--- src/pqra_div.sv ---
// Bit-serial restoring divider for the early-detection drop chance.
// Stands alone; it needs nothing from the package.
module pqra_div (
  input  logic        clk,
  input  logic        rst,
  input  logic        start,
  input  logic [39:0] dividend,
  input  logic [23:0] divisor,
  output logic        done,
  output logic [39:0] quotient
);

  logic [5:0]  count;
  logic        busy;
  logic [24:0] rem;
  logic [24:0] trial;

  assign trial = {rem[23:0], quotient[39]} - {1'b0, divisor};

  // One quotient bit per cycle while busy, until all dividend bits are done.
  always_ff @(posedge clk) begin
    if (rst) begin
      busy <= 1'b0;
      done <= 1'b0;
      count <= '0;
    end else begin
      done <= 1'b0;
      if (start) begin
        busy <= 1'b1;
        count <= 6'd0;
        rem <= '0;
        quotient <= dividend;
      end else if (busy) begin
        if (!trial[24]) begin
          rem <= trial;
          quotient <= {quotient[38:0], 1'b1};
        end else begin
          rem <= {rem[23:0], quotient[39]};
          quotient <= {quotient[38:0], 1'b0};
        end
        count <= count + 6'd1;
        if (count == 6'd39) begin
          busy <= 1'b0;
          done <= 1'b1;
        end
      end
    end
  end

endmodule

--- config.mk ---
export PLATFORM = sky130hd
export DESIGN_NAME = pqra_div
export DESIGN_NICKNAME = d
export VERILOG_FILES = /design/src/pqra_div.sv
export SDC_FILE = /design/constraint.sdc
export NUM_CORES = 1
export LEC_CHECK = 0
export ABC_CLOCK_PERIOD_IN_PS = 5700
export BUFFER_PORTS_ARGS = -buffer_cell sky130_fd_sc_hd__buf_2
export CAP_MARGIN = 5
export CORE_MARGIN = 10
export CORE_UTILIZATION = 50
export CTS_CLUSTER_DIAMETER = 120
export CTS_CLUSTER_SIZE = 30
export DETAILED_ROUTE_END_ITERATION = 8
export PLACE_DENSITY_LB_ADDON = 0.12
export SLEW_MARGIN = 40
export SYNTH_ARGS = -nofsm -noshare
export SYNTH_HDL_FRONTEND = slang
export SYNTH_SLANG_ARGS = --single-unit
--- constraint.sdc ---
create_clock -name clk -period 5.7 [get_ports clk]
set_input_delay 0.855 -clock clk [delete_from_list [all_inputs] [get_ports clk]]
set_output_delay 0.855 -clock clk [all_outputs]
set_load 0.02 [all_outputs]
## After elaboration in Yosys (flattened, before gate mapping)

Cells that the tools add are included.

| operators by class | value |
|---|---|
| equal/unequal tests | 1 |
| bitwise logic cells | 2 |
| $add $sub $neg | 2 |
| multiplexer cells | 9 |
| reductions and logical operators | 4 |

Operator list:

| operator | number |
|---|---|
| $mux W40 | 2 |
| $mux W24 | 2 |
| $sub A25 B24 Y25 | 1 |
| $add A6 B1 Y6 const B | 1 |
| $eq A6 B6 Y1 const B | 1 |
| $mux W1 | 5 |
| $reduce_or A3 Y1 | 1 |
| $not A1 Y1 | 2 |
| $reduce_and A2 Y1 | 1 |
| $reduce_bool A2 Y1 | 1 |
| $reduce_or A2 Y1 | 1 |

| storage, ports and cells | value |
|---|---|
| output and inout port bits | 41 |
| word-level logic and storage cells | 23 |
| register bits after elaboration | 72 |

## Logic depth before layout (Yosys ltp)

| logic depth | value |
|---|---|
| depth in word-level cells | 4 |
| depth in mapped cells | 12 |
| mapped depth without buffers | 10 |

## Least setup slack after synthesis

OpenSTA, ideal clock, no wires.

| timing | value |
|---|---|
| kind | input to register |
| start point | input start |
| end point | register quotient[0], enable pin |
| path slack | 0.756 ns |
| data arrival time | 4.435 ns |
| cell stages on the path | 3 |
| path through | clkbuf_1 -> inv_1 -> a21oi_1 |

| between the ends | value |
|---|---|
| cells in the longest elaborated chain, start to end | 2 |

RTL lines:

| element | RTL line | text |
|---|---|---|
| from (decl) | 6 | `input logic start,` |
| $reduce_bool A2 Y1 (no source line) | n/a |  |
| $reduce_and A2 Y1 (no source line) | n/a |  |
| to (signal assigned) | 32 | `quotient <= dividend;` |
| to (signal assigned) | 36 | `quotient <= {quotient[38:0], 1'b1};` |
| to (signal assigned) | 39 | `quotient <= {quotient[38:0], 1'b0};` |
| to (decl) | 10 | `output logic [39:0] quotient` |

Every way passes these cells.
A chain may end at the register's enable or synchronous reset.

## Final worst setup path

| timing | value |
|---|---|
| start point | input divisor[0] |
| end point | register rem[6] (data pin) |

| between the ends | value |
|---|---|
| cells in the longest elaborated chain, start to end | 3 |

RTL lines:

| element | RTL line | text |
|---|---|---|
| from (decl) | 8 | `input logic [23:0] divisor,` |
| $sub A25 B24 Y25 | 18 | `assign trial = {rem[23:0], quotient[39]} - {1'b0, divisor};` |
| $mux W24 | 34 | `if (!trial[24]) begin` |
| $mux W24 | 33 | `end else if (busy) begin` |
| to (signal assigned) | 35 | `rem <= trial;` |
| to (signal assigned) | 38 | `rem <= {rem[23:0], quotient[39]};` |
| to (decl) | 15 | `logic [24:0] rem;` |

Every way passes these cells. The select of a mux whose other input is x is not followed.

==> metrics.md <==
| Metric | Value |
|---|---|
| Status | finished clean |
| Remaining antenna violation count | 0 |
| Highest net fanout along the worst path | 18 |
| CP startpoint | divisor[0] |
| CTS Root Cell | clkbuf_8 |
| Syn avg cell area | 10.84 sq um |
| Top cell family by delay on the critical path | compound AO/OA/AOI/OAI gates |
| Switching Fraction | 33.52% |
| Clk sinks | 72 |
| CTS HTree Levels | 3 |
| CTS tree | yes |
| Die height | 115.6 um |
| Seq/Total Area, Yosys | between 40% and 50% |
| Share of layout cells above drive strength 1 | 33.46% |
| Critical path arrival | 3810 ps |
| Unrepaired setup endpoints after global routing | false |
| Slowest cell on the critical path | a211oi_4 |
| Share of the synthesized area in the top cell type | around 42% |
| Area contributors post-synth | edfxtp_1 (42%), mux2_2 (9.6%), ha_1 (6.9%), mux2i_1 (3.9%), dfxtp_1 (3.5%) |
| Die area | 0.01335 sq mm |
| Max Cap Viol | 0 |
| Clk Latency, worst-skew pair | 340 ps |
| Pleak | 0.002314 uW |
| Relative slew slack | between 40% and 50% |
| Initial Utilization | between 50% and 60% |
| Largest net degree at the start of global routing | 63 |
| GRT overflow | 0 |
| Area leader, netlist | edfxtp_1 |
| Initial antenna violation count | 0 |
| Hold Buf Count CTS | 0 |
| Clock network power share | about a quarter |
| Crit-path max cell delay | 590 ps |
| RePlAce Congestion | ~0.9 |
| Least-Margin Pin Slew | 761.5 ps |
| Post-route setup TNS | 0 ps |
| Drt via density | 5.477 |
| Core ar. | approximately 0.009 sq mm |
| Drt first pass iters | 5 |
| WS Path Type | primary input to register |
| Final number of setup-violating endpoints | 0 |
| Number of global-route vias before repair | between 3000 and 4000 |
| Peak supply drop | 161.3 uV |
| Syn nets | 514 |
| Aggregate global-route resource usage | 15.97% |
| NetSw | between 500 and 600 uW |
| Ys async rst share | 0% |
| Diode count | 0 |
| Post-synth EDFFs | 64 |
| Clk buf depth | 2 |
| Seq pwr share | 43.6% |
| CTS clock-pin slew for the worst setup and hold paths | 80 ps |
| Initial DRC count | between 200 and 250 |
| Slew Viols, Final | 0 |
| Worst setup EP type | register |
| CP cell instances | buf_2 > ha_1 > fa_1 > nor2b_2 > o31ai_2 > a311o_4 > o2111a_1 > a211oi_4 > buf_4 > mux2i_1 > nor2_1 |
| Unique masters post-synth | 57 |
| DRC viols | 0 |
| Worst Hold Launch | count[5]$_SDFFE_PP0P_ |
| Internal Power | ~1000 uW |
| Final min period | 3744 ps |
| Hold Crit Class | register to register |
| Die Wd | around 120 um |
| RR Startpoint | quotient[39]$_DFFE_PP_ |
| Syn-to-layout area delta | 17.84% |
| IO Count | between 100 and 150 |
| DP HPWL | 8165 um |
| Startpoint Class | primary input |
| Highest clock rate | 0.2671 GHz |
| Req. time, crit path | about 5800 ps |
| Setup bufs post-CTS | 0 |
| Cell area after synthesis | 0.004566 sq mm |
| #FFs+latches synth | 72 |
| Comb power frac | 31.8% |
| Clock Skew | 9.394 ps |
| NumNets Final | just over 600 |
| Ys flop type | edfxtp_1 |
| Final Routed Wirelength | 10710 um |
| WL per Instance | 16.73 um |
| Post-CTS Resized | 0 |
| CTS buffer count | 9 |
| Yosys warnings | 0 |
| First-pass GRT wire length | ~17000 um |
| Fin. Hold Viols | 0 |
| Overall power | 1494 uW |
| Crit share post-route | 65.69% |
| Critical path buffer and inverter count | 2 |
| Port Buf Inserts | 107 |
| Vias | ~3500 |
| Rows | 34 |
| Pwr dens | 277.7 mW/mm^2 |
| Synth Instances | between 400 and 500 |
[power groups by stage]
stage	Clock [uW]	Combinational [uW]	Sequential (uW)
after floorplan	0	347	685
after global placement	0	462	663
after detailed placement	0	474	664
after CTS	377	477	653
after global routing	400	528	658
final	367	475	652
[Yosys cell counts, types with 2 or more instances]
library cell / n
a211oi_1: 2
a211oi_2: 2
a21boi_0: 2
a21oi_1: 30
a31oi_1: 4
and2_1: 3
buf_1: 2
buf_2: 2
buf_6: 3
clkbuf_1: 7
dfxtp_1: 8
edfxtp_1: 64
ha_1: 25
inv_1: 31
mux2_2: 39
mux2i_1: 18
nand2_1: 27
nand2b_1: 5
nand3_1: 7
nand4_1: 7
nor2_1: 42
nor2b_1: 4
nor3_1: 3
o211a_1: 4
o211ai_1: 4
o21a_1: 4
o21ai_0: 17
o31ai_1: 2
or2b_1: 2
or3_1: 2
xnor2_1: 10
xor2_1: 14
[kinds of logic after synthesis]
group / after synthesis / synth area share, %
AOI/OAI and AO/OA: 85 / 12.91
xor gates and xnor gates: 24 / 4.604
adders and majority gates: 26 / 7.290
DFF: 72 / 45.60
muxes: 57 / 13.57
and+or+nand+nor: 109 / 11.18
buffers and inverters: 48 / 4.851
[per-layer routing]
layer | vias up | wire, um | global-route usage (%)
met5 | - | 0 | 0
met4 | 0 | 87 | 5.490
met3 | 10 | 763 | 3.876
met2 | 131 | 5090 | 25.59
met1 | 1621 | 4766 | 20.67
li1 | 1743 | - | -
[state kept, by name (all words and copies together) (netlist names)]
register,count
busy,1
count,6
done,1
quotient,40
rem,24
[worst register-to-register path, stage by stage (launching register included)]
cell,delay (ps)
edfxtp_1,400
inv_1,90
ha_1,200
fa_1,410
nor2b_2,160
o31ai_2,90
a311o_4,370
o2111a_1,290
a211oi_4,590
buf_4,440
mux2i_1,230
nor2_1,60
[cells in the final DEF, fill, tap and decap left out, drive strengths merged, types with 5 or more instances in the layout]
| master | instances |
|---|---|
| edfxtp | 64 |
| nand2b | 5 |
| nand2 | 27 |
| nor2 | 42 |
| a21oi | 32 |
| a211oi | 5 |
| buf | 112 |
| xor2 | 14 |
| nand3 | 7 |
| mux2i | 18 |
| nor2b | 5 |
| o211ai | 5 |
| o21ai | 18 |
| clkbuf | 10 |
| dfxtp | 8 |
| nand4 | 7 |
| ha | 25 |
| inv | 32 |
| xnor2 | 10 |
| mux2 | 39 |
[final cells by class]
cell class,instances,area [sq um]
tap,108,135.1
clock inverter,6,45.04
inverter,31,116.4
clock buffer,10,127.6
sequential,72,2082
fill,743,3426
timing repair buffer,112,600.6
multi-input combinational,301,2273
[path summary, 6_finish.rpt]
path,end,slack [ps],cells after the start
worst max-delay path,rem[6]$_SDFFCE_PP0P_,1960,11
worst min-delay path,count[5]$_SDFFE_PP0P_,510,2
worst max register to register,rem[6]$_SDFFCE_PP0P_,2080,11
worst min register to register,count[5]$_SDFFE_PP0P_,510,2
[through the flow]
stage | instance area, sq um | std cells | setup WS, ps | hold slack, ps | utilization, %
after detailed placement | 5207 | 624 | 1585 | 491.9 | 59.14
after CTS | 5380 | 640 | 1951 | 507.8 | 61.10
after floorplan | 4566 | 421 | 756.0 | 458.5 | -
after global placement | 5177 | 622 | 1660 | 471.0 | 58.80
final | 5380 | 640 | 1956 | 509.8 | 61.10
after global routing | 5380 | 640 | 1743 | 553.3 | 61.10
Note: power is estimated with default switching activity, not from simulation.
